[src/rtl/core/tss_pkg.sv]
// ----------------------------------------------------------------------------
// Tridiagonal solver package
// Shared widths, defaults and types for the tridiagonal system solver.
// ----------------------------------------------------------------------------
package tss_pkg;

   // Default system depth and internal value width
   localparam int MAX_SIZE    = 16;
   localparam int VALUE_WIDTH = 32;

   // Width of every value field on the channels
   localparam int IO_WIDTH    = 32;

   // Fraction bits of the fixed-point format
   localparam int FRAC_BITS   = 16;

   typedef logic signed [IO_WIDTH-1:0] io_value_type;

endpackage

[src/rtl/core/tss_req_if.sv]
// ----------------------------------------------------------------------------
// Tridiagonal solver request channel
// Valid/ready channel that carries one right-hand-side element per
// transaction, with the coefficients sampled on the first one of a system.
// ----------------------------------------------------------------------------
interface tss_req_if;

   logic                  valid;
   logic                  ready;
   tss_pkg::io_value_type rhs_value;
   tss_pkg::io_value_type diag_middle;
   tss_pkg::io_value_type diag_end;
   tss_pkg::io_value_type off_diag;
   logic                  last_element;

   modport source (
      output valid, rhs_value, diag_middle, diag_end, off_diag, last_element,
      input  ready
   );

   modport sink (
      input  valid, rhs_value, diag_middle, diag_end, off_diag, last_element,
      output ready
   );

endinterface

[src/rtl/core/tss_rsp_if.sv]
// ----------------------------------------------------------------------------
// Tridiagonal solver response channel
// Valid/ready channel that carries one solution element per transaction.
// ----------------------------------------------------------------------------
interface tss_rsp_if;

   logic                  valid;
   logic                  ready;
   tss_pkg::io_value_type solution_value;
   logic                  solution_last;
   logic                  divide_error;

   modport source (
      output valid, solution_value, solution_last, divide_error,
      input  ready
   );

   modport sink (
      input  valid, solution_value, solution_last, divide_error,
      output ready
   );

endinterface

[src/rtl/core/tss_ram.sv]
// ----------------------------------------------------------------------------
// Generic single-clock RAM
// One write port and one read port; read data is registered and holds
// while no read is issued.
// ----------------------------------------------------------------------------
module tss_ram #(
   parameter  int WIDTH  = 2 * tss_pkg::VALUE_WIDTH,
   parameter  int DEPTH  = tss_pkg::MAX_SIZE,
   localparam int ADDR_W = (DEPTH > 1) ? $clog2(DEPTH) : 1
) (
   input  logic              clock,
   input  logic              wr_en,
   input  logic [ADDR_W-1:0] wr_addr,
   input  logic [WIDTH-1:0]  wr_data,
   input  logic              rd_en,
   input  logic [ADDR_W-1:0] rd_addr,
   output logic [WIDTH-1:0]  rd_data
);

   logic [WIDTH-1:0] mem_ff [DEPTH];
   logic [WIDTH-1:0] rd_data_ff;

   // Write port
   always_ff @(posedge clock) begin
      if (wr_en) begin
         mem_ff[wr_addr] <= wr_data;
      end
   end

   // Registered read port
   always_ff @(posedge clock) begin
      if (rd_en) begin
         rd_data_ff <= mem_ff[rd_addr];
      end
   end

   assign rd_data = rd_data_ff;

endmodule

[src/rtl/core/tss_mul.sv]
// ----------------------------------------------------------------------------
// Tridiagonal solver multiplier
// Multi-cycle signed fixed-point multiply: magnitude product built from
// 16-bit slices of the second operand, shifted by the fraction bits,
// truncated toward zero and saturated to the value range.
// ----------------------------------------------------------------------------
module tss_mul #(
   parameter int VALUE_WIDTH = tss_pkg::VALUE_WIDTH
) (
   input  logic                          clock,
   input  logic                          reset,
   input  logic                          start,
   input  logic signed [VALUE_WIDTH-1:0] op_a,
   input  logic signed [VALUE_WIDTH-1:0] op_b,
   output logic                          done,
   output logic signed [VALUE_WIDTH-1:0] product
);

   localparam int VW      = VALUE_WIDTH;
   localparam int SLICE_W = 16;
   localparam int NCH     = (VW + SLICE_W - 1) / SLICE_W;
   localparam int BW      = NCH * SLICE_W;
   localparam int AW      = VW + BW;
   localparam int PW      = VW + SLICE_W;
   localparam int SW      = (NCH > 1) ? $clog2(NCH) : 1;
   localparam logic [AW-1:0] MAG_MAX = (AW'(1) << (VW - 1)) - AW'(1);
   localparam logic [AW-1:0] MAG_MIN = AW'(1) << (VW - 1);
   localparam logic signed [VW-1:0] VAL_MAX = {1'b0, {(VW-1){1'b1}}};
   localparam logic signed [VW-1:0] VAL_MIN = {1'b1, {(VW-1){1'b0}}};

   function automatic logic [VW-1:0] mag_of(input logic signed [VW-1:0] x);
      logic [VW-1:0] r;
      r = x[VW-1] ? (~x + 1'b1) : x;
      return r;
   endfunction

   logic [VW-1:0]        ma_ff, ma_in;
   logic [BW-1:0]        mb_ff, mb_in;
   logic [AW-1:0]        acc_ff, acc_in;
   logic                 neg_ff, neg_in;
   logic [SW-1:0]        step_ff, step_in;
   logic                 busy_ff, busy_in;
   logic                 fin_ff, fin_in;
   logic                 done_ff, done_in;
   logic signed [VW-1:0] product_ff, product_in;
   logic [PW-1:0]        part;
   logic [AW-1:0]        shifted;

   // Partial product of one slice and the saturated result
   always_comb begin
      part    = PW'(ma_ff) * PW'(mb_ff[SLICE_W-1:0]);
      shifted = acc_ff >> tss_pkg::FRAC_BITS;
      if (neg_ff) begin
         product_in = (shifted > MAG_MIN) ? VAL_MIN : VW'(AW'(0) - shifted);
      end else begin
         product_in = (shifted > MAG_MAX) ? VAL_MAX : VW'(shifted);
      end
   end

   // Sequence: load, one slice per cycle, saturate, report
   always_comb begin
      ma_in   = ma_ff;
      mb_in   = mb_ff;
      acc_in  = acc_ff;
      neg_in  = neg_ff;
      step_in = step_ff;
      busy_in = busy_ff;
      fin_in  = 1'b0;
      done_in = fin_ff;
      if (start) begin
         ma_in   = mag_of(op_a);
         mb_in   = BW'(mag_of(op_b));
         neg_in  = op_a[VW-1] ^ op_b[VW-1];
         acc_in  = '0;
         step_in = '0;
         busy_in = 1'b1;
      end else if (busy_ff) begin
         acc_in  = (acc_ff >> SLICE_W) + (AW'(part) << (AW - PW));
         mb_in   = mb_ff >> SLICE_W;
         step_in = step_ff + 1'b1;
         if (step_ff == SW'(NCH - 1)) begin
            busy_in = 1'b0;
            fin_in  = 1'b1;
         end
      end
   end

   always_ff @(posedge clock) begin
      if (reset) begin
         busy_ff <= 1'b0;
         fin_ff  <= 1'b0;
         done_ff <= 1'b0;
      end else begin
         busy_ff <= busy_in;
         fin_ff  <= fin_in;
         done_ff <= done_in;
      end
   end

   always_ff @(posedge clock) begin
      ma_ff   <= ma_in;
      mb_ff   <= mb_in;
      acc_ff  <= acc_in;
      neg_ff  <= neg_in;
      step_ff <= step_in;
      if (fin_ff) begin
         product_ff <= product_in;
      end
   end

   assign done    = done_ff;
   assign product = product_ff;

endmodule

[src/rtl/core/tss_div.sv]
// ----------------------------------------------------------------------------
// Tridiagonal solver divider
// Bit-serial restoring divide of (a * 2^16) / b on magnitudes, truncated
// toward zero and saturated; a zero divisor gives zero and a flag.
// ----------------------------------------------------------------------------
module tss_div #(
   parameter int VALUE_WIDTH = tss_pkg::VALUE_WIDTH
) (
   input  logic                          clock,
   input  logic                          reset,
   input  logic                          start,
   input  logic signed [VALUE_WIDTH-1:0] op_a,
   input  logic signed [VALUE_WIDTH-1:0] op_b,
   output logic                          done,
   output logic signed [VALUE_WIDTH-1:0] quotient,
   output logic                          div_zero
);

   localparam int VW = VALUE_WIDTH;
   localparam int DW = VW + tss_pkg::FRAC_BITS;
   localparam int CW = $clog2(DW);
   localparam logic [DW-1:0] MAG_MAX = (DW'(1) << (VW - 1)) - DW'(1);
   localparam logic [DW-1:0] MAG_MIN = DW'(1) << (VW - 1);
   localparam logic signed [VW-1:0] VAL_MAX = {1'b0, {(VW-1){1'b1}}};
   localparam logic signed [VW-1:0] VAL_MIN = {1'b1, {(VW-1){1'b0}}};

   function automatic logic [VW-1:0] mag_of(input logic signed [VW-1:0] x);
      logic [VW-1:0] r;
      r = x[VW-1] ? (~x + 1'b1) : x;
      return r;
   endfunction

   logic [VW-1:0]        rem_ff, rem_in;
   logic [DW-1:0]        quo_ff, quo_in;
   logic [VW-1:0]        mb_ff, mb_in;
   logic                 neg_ff, neg_in;
   logic                 zero_ff, zero_in;
   logic [CW-1:0]        step_ff, step_in;
   logic                 busy_ff, busy_in;
   logic                 fin_ff, fin_in;
   logic                 done_ff, done_in;
   logic signed [VW-1:0] quotient_ff, quotient_in;
   logic                 div_zero_ff;
   logic [VW:0]          rem_sh;
   logic [VW+1:0]        diff;

   // One restoring step and the saturated result
   always_comb begin
      rem_sh = {rem_ff, quo_ff[DW-1]};
      diff   = {1'b0, rem_sh} - {2'b00, mb_ff};
      if (zero_ff) begin
         quotient_in = '0;
      end else if (neg_ff) begin
         quotient_in = (quo_ff > MAG_MIN) ? VAL_MIN : VW'(DW'(0) - quo_ff);
      end else begin
         quotient_in = (quo_ff > MAG_MAX) ? VAL_MAX : VW'(quo_ff);
      end
   end

   // Sequence: load, one quotient bit per cycle, saturate, report
   always_comb begin
      rem_in  = rem_ff;
      quo_in  = quo_ff;
      mb_in   = mb_ff;
      neg_in  = neg_ff;
      zero_in = zero_ff;
      step_in = step_ff;
      busy_in = busy_ff;
      fin_in  = 1'b0;
      done_in = fin_ff;
      if (start) begin
         rem_in  = '0;
         quo_in  = DW'(mag_of(op_a)) << tss_pkg::FRAC_BITS;
         mb_in   = mag_of(op_b);
         neg_in  = op_a[VW-1] ^ op_b[VW-1];
         zero_in = (op_b == '0);
         step_in = '0;
         busy_in = 1'b1;
      end else if (busy_ff) begin
         if (!diff[VW+1]) begin
            rem_in = diff[VW-1:0];
            quo_in = {quo_ff[DW-2:0], 1'b1};
         end else begin
            rem_in = rem_sh[VW-1:0];
            quo_in = {quo_ff[DW-2:0], 1'b0};
         end
         step_in = step_ff + 1'b1;
         if (step_ff == CW'(DW - 1)) begin
            busy_in = 1'b0;
            fin_in  = 1'b1;
         end
      end
   end

   always_ff @(posedge clock) begin
      if (reset) begin
         busy_ff <= 1'b0;
         fin_ff  <= 1'b0;
         done_ff <= 1'b0;
      end else begin
         busy_ff <= busy_in;
         fin_ff  <= fin_in;
         done_ff <= done_in;
      end
   end

   always_ff @(posedge clock) begin
      rem_ff  <= rem_in;
      quo_ff  <= quo_in;
      mb_ff   <= mb_in;
      neg_ff  <= neg_in;
      zero_ff <= zero_in;
      step_ff <= step_in;
      if (fin_ff) begin
         quotient_ff <= quotient_in;
         div_zero_ff <= zero_ff;
      end
   end

   assign done     = done_ff;
   assign quotient = quotient_ff;
   assign div_zero = div_zero_ff;

endmodule

[src/rtl/core/tridiagonal_system_solver.sv]
// ----------------------------------------------------------------------------
// Tridiagonal system solver
// Thomas algorithm on signed Q16.16 values, forward sweep per element and
// back substitution on the closing element.
// ----------------------------------------------------------------------------
// Usage:
//   req_bus takes one right-hand-side element per transaction. The first
//   element of a system also carries the three matrix coefficients. An
//   element with last_element set, or the element that fills MAX_SIZE
//   rows, closes the system.
//   rsp_bus returns the solution in index order, one element per
//   transaction, solution_last on the final one, divide_error on all of
//   them when any pivot of the system was zero.
//   Each row is paced by the bit-serial divider, which runs twice per
//   row. The closing row runs one divide, then back substitution row by
//   row, then reads out each solution element through the single read
//   port of the row memory.
//   One element is worked on at a time; req_bus.ready is high only between
//   elements. The response register holds a result while rsp_bus stalls,
//   and the next element is accepted while the last result still waits.
//   Reset clears the element count, the error flag and both channels; the
//   row memory needs no clearing.
// ----------------------------------------------------------------------------
module tridiagonal_system_solver #(
   parameter int MAX_SIZE    = tss_pkg::MAX_SIZE,
   parameter int VALUE_WIDTH = tss_pkg::VALUE_WIDTH
) (
   input logic      clock,
   input logic      reset,
   tss_req_if.sink  req_bus,
   tss_rsp_if.source rsp_bus
);

   localparam int VW = VALUE_WIDTH;
   localparam int MW = 2 * VW;
   localparam int AW = (MAX_SIZE > 1) ? $clog2(MAX_SIZE) : 1;
   localparam int IO = tss_pkg::IO_WIDTH;
   localparam int EW = (VW > IO) ? VW : IO;
   localparam logic [AW-1:0] LAST_IDX = AW'(MAX_SIZE - 1);
   localparam logic signed [VW-1:0] VAL_MAX = {1'b0, {(VW-1){1'b1}}};
   localparam logic signed [VW-1:0] VAL_MIN = {1'b1, {(VW-1){1'b0}}};
   localparam logic signed [EW-1:0] IN_MAX_E  = $signed({{(EW-VW+1){1'b0}}, {(VW-1){1'b1}}});
   localparam logic signed [EW-1:0] IN_MIN_E  = ~IN_MAX_E;
   localparam logic signed [EW-1:0] OUT_MAX_E = $signed({{(EW-IO+1){1'b0}}, {(IO-1){1'b1}}});
   localparam logic signed [EW-1:0] OUT_MIN_E = ~OUT_MAX_E;

   // Sequencer states
   localparam logic [3:0] S_IDLE      = 4'd0;
   localparam logic [3:0] S_FW_RD     = 4'd1;
   localparam logic [3:0] S_MULU_WAIT = 4'd2;
   localparam logic [3:0] S_MULD_GO   = 4'd3;
   localparam logic [3:0] S_MULD_WAIT = 4'd4;
   localparam logic [3:0] S_DIVD_GO   = 4'd5;
   localparam logic [3:0] S_DIVD_WAIT = 4'd6;
   localparam logic [3:0] S_DIVU_GO   = 4'd7;
   localparam logic [3:0] S_DIVU_WAIT = 4'd8;
   localparam logic [3:0] S_BS_RD     = 4'd9;
   localparam logic [3:0] S_BS_MUL    = 4'd10;
   localparam logic [3:0] S_BS_WAIT   = 4'd11;
   localparam logic [3:0] S_OUT_RD    = 4'd12;
   localparam logic [3:0] S_OUT_LD    = 4'd13;

   // Saturate a channel value into the internal range
   function automatic logic signed [VW-1:0] sat_in(input tss_pkg::io_value_type x);
      logic signed [EW-1:0] e;
      e = EW'(x);
      if (e > IN_MAX_E) begin
         return VAL_MAX;
      end else if (e < IN_MIN_E) begin
         return VAL_MIN;
      end
      return VW'(e);
   endfunction

   // Saturate an internal value into the channel range
   function automatic tss_pkg::io_value_type sat_out(input logic signed [VW-1:0] x);
      logic signed [EW-1:0] e;
      e = EW'(x);
      if (e > OUT_MAX_E) begin
         return IO'(OUT_MAX_E);
      end else if (e < OUT_MIN_E) begin
         return IO'(OUT_MIN_E);
      end
      return IO'(e);
   endfunction

   // Saturating difference
   function automatic logic signed [VW-1:0] sub_sat(input logic signed [VW-1:0] a,
                                                    input logic signed [VW-1:0] b);
      logic signed [VW:0] d;
      d = (VW+1)'(a) - (VW+1)'(b);
      if (d[VW] != d[VW-1]) begin
         return d[VW] ? VAL_MIN : VAL_MAX;
      end
      return d[VW-1:0];
   endfunction

   logic [3:0]            state_ff, state_in;
   logic [AW-1:0]         cnt_ff, cnt_in;
   logic [AW-1:0]         idx_ff, idx_in;
   logic [AW-1:0]         i_ff, i_in;
   logic [AW-1:0]         o_ff, o_in;
   logic                  closing_ff, closing_in;
   logic                  err_ff, err_in;
   logic signed [VW-1:0]  cm_ff, cm_in;
   logic signed [VW-1:0]  ce_ff, ce_in;
   logic signed [VW-1:0]  co_ff, co_in;
   logic signed [VW-1:0]  v_ff, v_in;
   logic signed [VW-1:0]  num_ff, num_in;
   logic signed [VW-1:0]  den_ff, den_in;
   logic signed [VW-1:0]  dn_ff, dn_in;
   logic signed [VW-1:0]  x_ff, x_in;
   logic                  rsp_valid_ff, rsp_valid_in;
   tss_pkg::io_value_type rsp_value_ff;
   logic                  rsp_last_ff;
   logic                  rsp_err_ff;

   logic                  req_fire;
   logic                  rsp_load;
   logic                  mul_start, mul_done;
   logic signed [VW-1:0]  mul_a, mul_b, mul_res;
   logic                  div_start, div_done, div_zero;
   logic signed [VW-1:0]  div_a, div_b, div_res;
   logic                  wr_en, rd_en;
   logic [AW-1:0]         wr_addr, rd_addr;
   logic [MW-1:0]         wr_data, rd_data;
   logic signed [VW-1:0]  rd_upper, rd_lower;
   logic signed [VW-1:0]  in_rhs, in_dm, in_de, in_od;

   // Row memory: upper half modified super-diagonal, lower half modified
   // right-hand side, overwritten by the solution during back substitution
   tss_ram #(
      .WIDTH (MW),
      .DEPTH (MAX_SIZE)
   ) u_row_ram (
      .clock   (clock),
      .wr_en   (wr_en),
      .wr_addr (wr_addr),
      .wr_data (wr_data),
      .rd_en   (rd_en),
      .rd_addr (rd_addr),
      .rd_data (rd_data)
   );

   tss_mul #(
      .VALUE_WIDTH (VW)
   ) u_mul (
      .clock   (clock),
      .reset   (reset),
      .start   (mul_start),
      .op_a    (mul_a),
      .op_b    (mul_b),
      .done    (mul_done),
      .product (mul_res)
   );

   tss_div #(
      .VALUE_WIDTH (VW)
   ) u_div (
      .clock    (clock),
      .reset    (reset),
      .start    (div_start),
      .op_a     (div_a),
      .op_b     (div_b),
      .done     (div_done),
      .quotient (div_res),
      .div_zero (div_zero)
   );

   assign rd_upper = $signed(rd_data[MW-1:VW]);
   assign rd_lower = $signed(rd_data[VW-1:0]);
   assign in_rhs   = sat_in(req_bus.rhs_value);
   assign in_dm    = sat_in(req_bus.diag_middle);
   assign in_de    = sat_in(req_bus.diag_end);
   assign in_od    = sat_in(req_bus.off_diag);
   assign req_fire = req_bus.valid && req_bus.ready;
   assign rsp_load = (state_ff == S_OUT_LD) && (!rsp_valid_ff || rsp_bus.ready);

   // Sequencer: forward sweep, back substitution, result readout
   always_comb begin
      state_in   = state_ff;
      cnt_in     = cnt_ff;
      idx_in     = idx_ff;
      i_in       = i_ff;
      o_in       = o_ff;
      closing_in = closing_ff;
      err_in     = err_ff;
      cm_in      = cm_ff;
      ce_in      = ce_ff;
      co_in      = co_ff;
      v_in       = v_ff;
      num_in     = num_ff;
      den_in     = den_ff;
      dn_in      = dn_ff;
      x_in       = x_ff;
      mul_start  = 1'b0;
      mul_a      = '0;
      mul_b      = '0;
      div_start  = 1'b0;
      div_a      = '0;
      div_b      = '0;
      wr_en      = 1'b0;
      wr_addr    = '0;
      wr_data    = '0;
      rd_en      = 1'b0;
      rd_addr    = '0;
      unique case (state_ff)
         S_IDLE: begin
            if (req_fire) begin
               v_in       = in_rhs;
               idx_in     = cnt_ff;
               closing_in = req_bus.last_element || (cnt_ff == LAST_IDX);
               if (cnt_ff == '0) begin
                  // first row: sample coefficients, pivot is the end diagonal
                  cm_in    = in_dm;
                  ce_in    = in_de;
                  co_in    = in_od;
                  err_in   = 1'b0;
                  den_in   = in_de;
                  num_in   = in_rhs;
                  state_in = S_DIVD_GO;
               end else begin
                  rd_en    = 1'b1;
                  rd_addr  = cnt_ff - 1'b1;
                  state_in = S_FW_RD;
               end
            end
         end
         S_FW_RD: begin
            mul_start = 1'b1;
            mul_a     = rd_upper;
            mul_b     = co_ff;
            state_in  = S_MULU_WAIT;
         end
         S_MULU_WAIT: begin
            if (mul_done) begin
               den_in   = sub_sat(closing_ff ? ce_ff : cm_ff, mul_res);
               state_in = S_MULD_GO;
            end
         end
         S_MULD_GO: begin
            mul_start = 1'b1;
            mul_a     = co_ff;
            mul_b     = rd_lower;
            state_in  = S_MULD_WAIT;
         end
         S_MULD_WAIT: begin
            if (mul_done) begin
               num_in   = sub_sat(v_ff, mul_res);
               state_in = S_DIVD_GO;
            end
         end
         S_DIVD_GO: begin
            div_start = 1'b1;
            div_a     = num_ff;
            div_b     = den_ff;
            state_in  = S_DIVD_WAIT;
         end
         S_DIVD_WAIT: begin
            if (div_done) begin
               dn_in = div_res;
               if (div_zero) begin
                  err_in = 1'b1;
               end
               if (closing_ff) begin
                  // last row: its value is the last solution element
                  wr_en    = 1'b1;
                  wr_addr  = idx_ff;
                  wr_data  = {{VW{1'b0}}, div_res};
                  x_in     = div_res;
                  i_in     = idx_ff;
                  state_in = S_BS_RD;
               end else begin
                  state_in = S_DIVU_GO;
               end
            end
         end
         S_DIVU_GO: begin
            div_start = 1'b1;
            div_a     = co_ff;
            div_b     = den_ff;
            state_in  = S_DIVU_WAIT;
         end
         S_DIVU_WAIT: begin
            if (div_done) begin
               wr_en   = 1'b1;
               wr_addr = idx_ff;
               wr_data = {div_res, dn_ff};
               if (div_zero) begin
                  err_in = 1'b1;
               end
               cnt_in   = idx_ff + 1'b1;
               state_in = S_IDLE;
            end
         end
         S_BS_RD: begin
            if (i_ff == '0) begin
               o_in     = '0;
               state_in = S_OUT_RD;
            end else begin
               rd_en    = 1'b1;
               rd_addr  = i_ff - 1'b1;
               state_in = S_BS_MUL;
            end
         end
         S_BS_MUL: begin
            mul_start = 1'b1;
            mul_a     = rd_upper;
            mul_b     = x_ff;
            state_in  = S_BS_WAIT;
         end
         S_BS_WAIT: begin
            if (mul_done) begin
               x_in     = sub_sat(rd_lower, mul_res);
               wr_en    = 1'b1;
               wr_addr  = i_ff - 1'b1;
               wr_data  = {rd_upper, x_in};
               i_in     = i_ff - 1'b1;
               state_in = S_BS_RD;
            end
         end
         S_OUT_RD: begin
            rd_en    = 1'b1;
            rd_addr  = o_ff;
            state_in = S_OUT_LD;
         end
         S_OUT_LD: begin
            if (rsp_load) begin
               if (o_ff == idx_ff) begin
                  cnt_in   = '0;
                  state_in = S_IDLE;
               end else begin
                  o_in     = o_ff + 1'b1;
                  state_in = S_OUT_RD;
               end
            end
         end
         default: begin
            state_in = S_IDLE;
         end
      endcase
   end

   // Response register: load a result, drop it once taken
   always_comb begin
      if (rsp_load) begin
         rsp_valid_in = 1'b1;
      end else if (rsp_bus.ready) begin
         rsp_valid_in = 1'b0;
      end else begin
         rsp_valid_in = rsp_valid_ff;
      end
   end

   always_ff @(posedge clock) begin
      if (reset) begin
         state_ff     <= S_IDLE;
         cnt_ff       <= '0;
         err_ff       <= 1'b0;
         rsp_valid_ff <= 1'b0;
      end else begin
         state_ff     <= state_in;
         cnt_ff       <= cnt_in;
         err_ff       <= err_in;
         rsp_valid_ff <= rsp_valid_in;
      end
   end

   always_ff @(posedge clock) begin
      idx_ff     <= idx_in;
      i_ff       <= i_in;
      o_ff       <= o_in;
      closing_ff <= closing_in;
      cm_ff      <= cm_in;
      ce_ff      <= ce_in;
      co_ff      <= co_in;
      v_ff       <= v_in;
      num_ff     <= num_in;
      den_ff     <= den_in;
      dn_ff      <= dn_in;
      x_ff       <= x_in;
      if (rsp_load) begin
         rsp_value_ff <= sat_out(rd_lower);
         rsp_last_ff  <= (o_ff == idx_ff);
         rsp_err_ff   <= err_ff;
      end
   end

   assign req_bus.ready          = (state_ff == S_IDLE);
   assign rsp_bus.valid          = rsp_valid_ff;
   assign rsp_bus.solution_value = rsp_value_ff;
   assign rsp_bus.solution_last  = rsp_last_ff;
   assign rsp_bus.divide_error   = rsp_err_ff;

endmodule
[src/flat_wrapper.sv]
// flat-port wrapper written by rule: the top's interface ports become plain ports
module tridiagonal_system_solver_flat 
#(
   parameter int MAX_SIZE    = tss_pkg::MAX_SIZE,
   parameter int VALUE_WIDTH = tss_pkg::VALUE_WIDTH
)
  (clock, reset, req_bus_valid, req_bus_rhs_value, req_bus_diag_middle, req_bus_diag_end, req_bus_off_diag, req_bus_last_element, req_bus_ready, rsp_bus_valid, rsp_bus_solution_value, rsp_bus_solution_last, rsp_bus_divide_error, rsp_bus_ready);
  tss_req_if req_bus_i ();
  tss_rsp_if rsp_bus_i ();
  input logic clock;
  input logic reset;
  input wire logic [$bits(req_bus_i.valid)-1:0] req_bus_valid;
  input wire logic [$bits(req_bus_i.rhs_value)-1:0] req_bus_rhs_value;
  input wire logic [$bits(req_bus_i.diag_middle)-1:0] req_bus_diag_middle;
  input wire logic [$bits(req_bus_i.diag_end)-1:0] req_bus_diag_end;
  input wire logic [$bits(req_bus_i.off_diag)-1:0] req_bus_off_diag;
  input wire logic [$bits(req_bus_i.last_element)-1:0] req_bus_last_element;
  output wire logic [$bits(req_bus_i.ready)-1:0] req_bus_ready;
  output wire logic [$bits(rsp_bus_i.valid)-1:0] rsp_bus_valid;
  output wire logic [$bits(rsp_bus_i.solution_value)-1:0] rsp_bus_solution_value;
  output wire logic [$bits(rsp_bus_i.solution_last)-1:0] rsp_bus_solution_last;
  output wire logic [$bits(rsp_bus_i.divide_error)-1:0] rsp_bus_divide_error;
  input wire logic [$bits(rsp_bus_i.ready)-1:0] rsp_bus_ready;
  assign req_bus_i.valid = req_bus_valid;
  assign req_bus_i.rhs_value = req_bus_rhs_value;
  assign req_bus_i.diag_middle = req_bus_diag_middle;
  assign req_bus_i.diag_end = req_bus_diag_end;
  assign req_bus_i.off_diag = req_bus_off_diag;
  assign req_bus_i.last_element = req_bus_last_element;
  assign req_bus_ready = req_bus_i.ready;
  assign rsp_bus_valid = rsp_bus_i.valid;
  assign rsp_bus_solution_value = rsp_bus_i.solution_value;
  assign rsp_bus_solution_last = rsp_bus_i.solution_last;
  assign rsp_bus_divide_error = rsp_bus_i.divide_error;
  assign rsp_bus_i.ready = rsp_bus_ready;
  tridiagonal_system_solver #(.MAX_SIZE(MAX_SIZE), .VALUE_WIDTH(VALUE_WIDTH)) u_core (.clock(clock), .reset(reset), .req_bus(req_bus_i), .rsp_bus(rsp_bus_i));
endmodule
[config.mk]
export PLATFORM = sky130hd
export DESIGN_NAME = tridiagonal_system_solver_flat
export DESIGN_NICKNAME = d
export VERILOG_FILES = /design/src/rtl/core/tss_pkg.sv /design/src/rtl/core/tss_req_if.sv /design/src/rtl/core/tss_rsp_if.sv /design/src/rtl/core/tss_ram.sv /design/src/rtl/core/tss_mul.sv /design/src/rtl/core/tss_div.sv /design/src/rtl/core/tridiagonal_system_solver.sv /design/src/flat_wrapper.sv
export SDC_FILE = /design/constraint.sdc
export NUM_CORES = 2
export LEC_CHECK = 0
export BUFFER_PORTS_ARGS = -buffer_cell sky130_fd_sc_hd__buf_2
export CAP_MARGIN = 40
export CELL_PAD_IN_SITES_DETAIL_PLACEMENT = 2
export CELL_PAD_IN_SITES_GLOBAL_PLACEMENT = 2
export CORE_MARGIN = 1.5
export CORE_UTILIZATION = 40
export CTS_BUF_LIST = sky130_fd_sc_hd__clkbuf_4
export DETAILED_ROUTE_END_ITERATION = 6
export GPL_TIMING_DRIVEN = 0
export PLACE_DENSITY_LB_ADDON = 0.1
export SYNTH_ARGS = -nofsm -noshare
export SYNTH_HDL_FRONTEND = slang
export SYNTH_SLANG_ARGS = --single-unit
export TNS_END_PERCENT = 10
[constraint.sdc]
create_clock -name clock -period 10.7 [get_ports clock]
set_input_delay 2.14 -clock clock [delete_from_list [all_inputs] [get_ports clock]]
set_output_delay 2.14 -clock clock [all_outputs]
set_load 0.02 [all_outputs]
==> After elaboration in Yosys (flattened, before gate mapping) <==
Memories as Yosys holds them, arrays and structs flattened. A register that Yosys moved wholly into a read port is not among the register bits.
Cells that the tools add are included.
{ "classes": {"bitwise": 8, "n_eq_ne": 33, "n_reduce_logical": 34, "order_cmp": 14, "mul": 1, "mux": 143, "n_addsub": 17} }
{ "op_table": {"columns": ["operator", "n"], "rows": [
  ["$mux 32", 47],
  ["$pmux 32 s2", 5],
  ["$mux 64", 3],
  ["$pmux 64 s3", 1],
  ["$gt 32x32->1 const B", 5],
  ["$lt 32x32->1 const B", 5],
  ["$add 32x1->32 const B", 4],
  ["$not 32->32", 4],
  ["$mux 4", 25],
  ["$sub 32x32->33", 3],
  ["$gt 48x31->1 const B", 2],
  ["$gt 48x32->1 const B", 2],
  ["$mux 48", 2],
  ["$pmux 32 s3", 1],
  ["$add 48x64->64", 1],
  ["$sub 1x32->32 const A", 2],
  ["$mux 31", 2],
  ["$pmux 4 s14", 1],
  ["$mul 32x16->48", 1],
  ["$mux 1", 46],
  ["$sub 33x32->34", 1],
  ["$logic_not 32->1", 1],
  ["$eq 4x4->1 const B", 7],
  ["$pmux 4 s2", 3],
  ["30 further kinds", 76]
]} }
{ "word_totals": {"mem_count": 1, "ramBits": 1024, "output_inout_bits": 36, "input_bits": 133, "reg_bits": 634} }
{ "mem_list": {"columns": ["memory", "words", "word_bits", "rd", "rd_ports_with_merged_regs", "write_ports", "line_no", "text"], "rows": [
  ["u_core.u_row_ram.mem_ff", 16, 64, 1, 1, 1, "tss_ram.sv:20", "logic [WIDTH-1:0] mem_ff [DEPTH];"]
]} }

==> Depth between registers and ports, before layout <==
{ "depth": {"depth_word": 9, "mapped_depth": 36, "depth_no_buf": 34} }

==> Modules after synthesis <==
A second synthesis with hierarchy kept.
{ "hier_totals": {"cells_unflattened": 7829, "area_unflattened_um2": 96671.5} }
{ "modules_own_cells": {"columns": ["mod", "cells_each", "instances", "area_per_inst_um2"], "rows": [
  ["tss_ram", 1647, 1, 40222.3],
  ["tss_mul", 2963, 1, 25767.2],
  ["tridiagonal_system_solver", 2099, 1, 20568.5],
  ["tss_div", 1120, 1, 10113.4]
]} }

==> Worst setup path after synthesis <==
Ideal clock, no wire load.
{ "synth_path": {"kind": "register to register", "startpoint": "reg u_core.u_mul.mb_ff[9]", "endpoint": "reg u_core.u_mul.acc_ff[60]", "stages_incl_launch_ff": 35, "path_slack_ps": 2773, "period_less_slack_ps": 7927, "required_time_ps": 10621, "arrival_ps": 7848, "setup_time_ps": 79, "cell_sequence": "edfxtp_1 -> clkbuf_1 -> nand2_1 -> fa_1 -> inv_1 -> fa_1 -> inv_1 -> fa_1 -> inv_1 -> fa_1 -> fa_1 -> inv_1 -> fa_1 -> inv_1 -> ha_1 -> clkbuf_8 -> a21oi_1 -> o21ai_0 -> or2_2 -> a21oi_1 -> o21ai_0 -> xor2_1 -> ha_1 -> clkbuf_1 -> a21o_1 -> a21oi_1 -> nor2_1 -> nor2_1 -> o21ai_0 -> a221o_1 -> o41ai_2 -> nor3_4 -> and4_1 -> xnor2_1 -> a211oi_2"} }
{ "synth_between": {"elab_chain_len": 2} }
{ "synth_rtl": {"columns": ["element", "line_no", "text"], "rows": [
  ["start, declared", "tss_mul.sv:38", "logic [BW-1:0] mb_ff, mb_in;"],
  ["start signal, assigned", "tss_mul.sv:102", "mb_ff <= mb_in;"],
  ["$mul 32x16->48", "tss_mul.sv:51", "part = PW'(ma_ff) * PW'(mb_ff[SLICE_W-1:0]);"],
  ["$add 48x64->64", "tss_mul.sv:78", "acc_in = (acc_ff >> SLICE_W) + (AW'(part) << (AW - PW));"],
  ["end signal, assigned", "tss_mul.sv:103", "acc_ff <= acc_in;"],
  ["end, declared", "tss_mul.sv:39", "logic [AW-1:0] acc_ff, acc_in;"]
]} }
Every way passes these cells.
A chain may end at the register's enable or synchronous reset.

==> Worst setup path after layout <==
{ "layout_path": {"startpoint": "reg u_core.u_mul.ma_ff[9]", "endpoint": "reg u_core.u_mul.acc_ff[59]"} }
{ "layout_between": {"elab_chain_len": 2} }
{ "layout_rtl": {"columns": ["element", "line_no", "text"], "rows": [
  ["start, declared", "tss_mul.sv:37", "logic [VW-1:0] ma_ff, ma_in;"],
  ["start signal, assigned", "tss_mul.sv:101", "ma_ff <= ma_in;"],
  ["$mul 32x16->48", "tss_mul.sv:51", null],
  ["$add 48x64->64", "tss_mul.sv:78", null]
]} }
Every way passes these cells.

==> impl_metrics.toml <==
[cts]
cts-buffers-inserted = 474
cts_tree = "yes"
ctsResizeCount = 0
htree_num_levels = 5
postCtsHoldBufs = 0
clock-sinks = 1706
clk_pin_slew_worst_paths_ns = 0.07
cts_setup_buffers = 0
clk_latency_ns = 1.49
cts_buffer_depth = 4
cts-root-buf = "clkbuf_4"

[timing]
layout_min_cycle_time_ns = 9.71
hold_viol = 0
clock.fmax_mhz = 103
drv_slew = 0
maxSlewHeadroom_pct = 34.2
setup_violations = 0
worstMarginPinSlew_ns = 0.987
setup_tns_ns = 0
rsz0062_at_grt = "false"
skew_ns = 0.224
finalCritPeriodShare_pct = 90.7

[routing]
vias = 76900
first_pass_iters = 6
drt-total-wl_um = 404000
drt-initial-drc-count = 5733
ant_nets = 0
top_layer = "met5"
wl_met1_um = 168000
viasPerCell = 5.82
route.met3.wl_um = 22300
wl_met2_um = 193000
drc_errors = 0
wl_per_cell_um = 30.6

[setup_path]
crit_type = "reg2reg"
cpMaxStageDelayCell = "edfxtp_1"
worstSetupStartpointType = "flip-flop"
worst_setup_path_end_kind = "flip-flop"
slowest_delay_ns = 0.63
r2r_slack_ns = 0.99
path_max_fanout = 10
critPathRequiredTime_ns = 11.99
arrival_ns = 11.00
crit_path_frequent_cell = "fa_1"

[yosys]
ys.flop_type = "edfxtp_1"
yosysTopAreaCellShare_pct = 49.0
synth_seq_cells = 1706
ys_seq_area_share_pct = 51.4
syn_area_mm2 = 0.0973
yosys-top-cells-area = "edfxtp_1, fa_1, nand2_1"
syn-instance-count = 8928
syn_area_per_cell_um2 = 10.9
synth.distinct_cells = 106
synth_top_area_cell = "edfxtp_1"
synth_warnings = 0
async_reset_ff_share_pct = 0
syn_nets = 9778
synth_edf_count = 1587

[global_routing]
antenna_found_initial = 27
grt_use_total_pct = 32.5
overflow = 0
grt_max_degree = 40
grt_pass1_vias = 83800
grt_first_pass_wirelength_um = 583000

[die]
rows = 180
dieHeight_um = 496
die_w_um = 496
io_pins = 169
dieArea_mm2 = 0.246
start_util_pct = 40.3
core-area_mm2 = 0.241

[worst_hold_path]
min_path_type = "reg2reg"

[finish]
drive_gt1_share_pct = 11.8
area_growth_pct = 13.1
nets = 10500
fillers = 25100

[status]
status = "finished, final reports clean"

[placed_design]
gp_congestion = 0.934
port_buffers = 104
hpwl_um = 308000

[job]
maxCapViolCount = 0
[synth_stat cells, drive strengths merged (39+ instances only)]
library cell  number
a211oi           381
a21o              89
a21oi            446
a22o              45
a22oi             86
a311oi           131
a31oi            163
and2             445
buf               79
clkbuf           572
dfxtp            119
edfxtp          1587
fa               423
ha               294
inv              662
mux2i             83
nand2           1361
nand2b            46
nand3             72
nand4             41
nor2             420
nor2b             39
nor3              99
o21a              40
o21ai            402
or3               49
xnor2            164
xor2             136
[cell usage in the layout, fill, tap and decap left out, types with 31 or more instances in the layout]
cell type / netlist / layout
a22oi_1: 86 / 86
o31ai_1: 38 / 38
mux2i_1: 83 / 83
a211oi_1: 377 / 377
edfxtp_1: 1587 / 1587
a31oi_1: 163 / 163
o21a_1: 40 / 40
nand2_1: 1360 / 1360
buf_4: 2 / 37
a311oi_1: 131 / 131
nand4_1: 41 / 41
nor3_1: 96 / 94
xor2_1: 136 / 136
and2_1: 414 / 414
clkinv_1: 2 / 101
o21ai_1: 29 / 49
buf_2: 41 / 153
fa_1: 423 / 423
buf_12: 0 / 36
a21o_1: 87 / 87
buf_1: 31 / 31
and2_0: 31 / 31
nand3_1: 72 / 71
a22o_1: 45 / 45
mux2_2: 36 / 36
dfxtp_1: 119 / 117
clkbuf_4: 0 / 686
o21ai_0: 372 / 344
clkbuf_1: 566 / 561
or3_1: 48 / 48
nor2_1: 420 / 402
xnor2_1: 164 / 164
nand2b_1: 46 / 46
nor2b_1: 39 / 39
a21oi_1: 442 / 442
ha_1: 294 / 294
inv_1: 661 / 660
[worst max-delay path, delay by kind of cell (launching register included)]
family | cells | cell delay [ns]
XOR/XNOR | 2 | 0.27
adder cells (fa/ha/maj) | 8 | 3.91
flip-flops | 1 | 0.63
AO/OA/AOI/OAI | 9 | 2.55
AND/OR/NAND/NOR | 7 | 1.33
buffers and inverters | 6 | 0.93
[flip-flops by register name, summed over array words and instances, names as in the netlist, 48 cells and up]
register / flops
u_core.u_div.quo_ff: 48
u_core.u_mul.acc_ff: 48
u_core.u_row_ram.mem_ff: 1024
u_core.u_row_ram.rd_data: 64
[kinds of logic after synthesis]
kind of cell | Yosys count | synth area share [%]
AND/OR/NAND/NOR | 2727 | 13.0
AO/OA/AOI/OAI | 2037 | 13.8
flip-flops | 1706 | 51.4
buffers and inverters | 1315 | 5.23
adder cells (fa/ha/maj) | 724 | 12.6
XOR/XNOR | 300 | 2.70
multiplexers | 119 | 1.27
[layout make-up]
| cell class | count | area, µm² | area share [%] |
|---|---|---|---|
| diodes | 24 | 60.1 | 0.0546 |
| plain buffers | 651 | 2600 | 2.36 |
| clock buffers | 686 | 5150 | 4.68 |
| clock inverters | 144 | 718 | 0.653 |
| inverters | 664 | 2490 | 2.26 |
| multi-input cells | 5907 | 42400 | 38.5 |
| flip-flops and latches | 1706 | 50000 | 45.5 |
| well taps | 3185 | 3990 | 3.62 |
| repair buffers | 242 | 2640 | 2.40 |
[per-stage QoR]
stage | utilization, % | area (µm²) | cells | setup slack [ns] | hold WS [ns]
6_report | 45.6 | 110000 | 13200 | 0.990 | 0.489
5_1_grt | 45.6 | 110000 | 13200 | 0.475 | 0.502
4_1_cts | 45.6 | 110000 | 13200 | 1.03 | 0.478
3_5_place_dp | 43.1 | 104000 | 12400 | 1.04 | 0.477
3_3_place_gp | 42.2 | 102000 | 12200 | 0.362 | 0.463
2_1_floorplan | - | 97300 | 8928 | 2.77 | 0.402
[final timing paths]
path,start,cells past startpoint,endpoint
worst min register to register,u_core.u_mul.step_ff,2,u_core.u_mul.step_ff
worst max register to register,u_core.u_mul.ma_ff[9],32,u_core.u_mul.acc_ff[59]
worst max-delay path,u_core.u_mul.ma_ff[9],32,u_core.u_mul.acc_ff[59]
worst min-delay path,u_core.u_mul.step_ff,2,u_core.u_mul.step_ff
[layer usage]
metal	track usage [%]	up-vias
met2	54.0	2530
met5	0	-
met1	41.5	40200
met4	15.6	8
met3	5.25	785
li1	-	33400
Power is not shown: default switching activity piles up to over one toggle a cycle in this logic, so the estimate is an artifact.
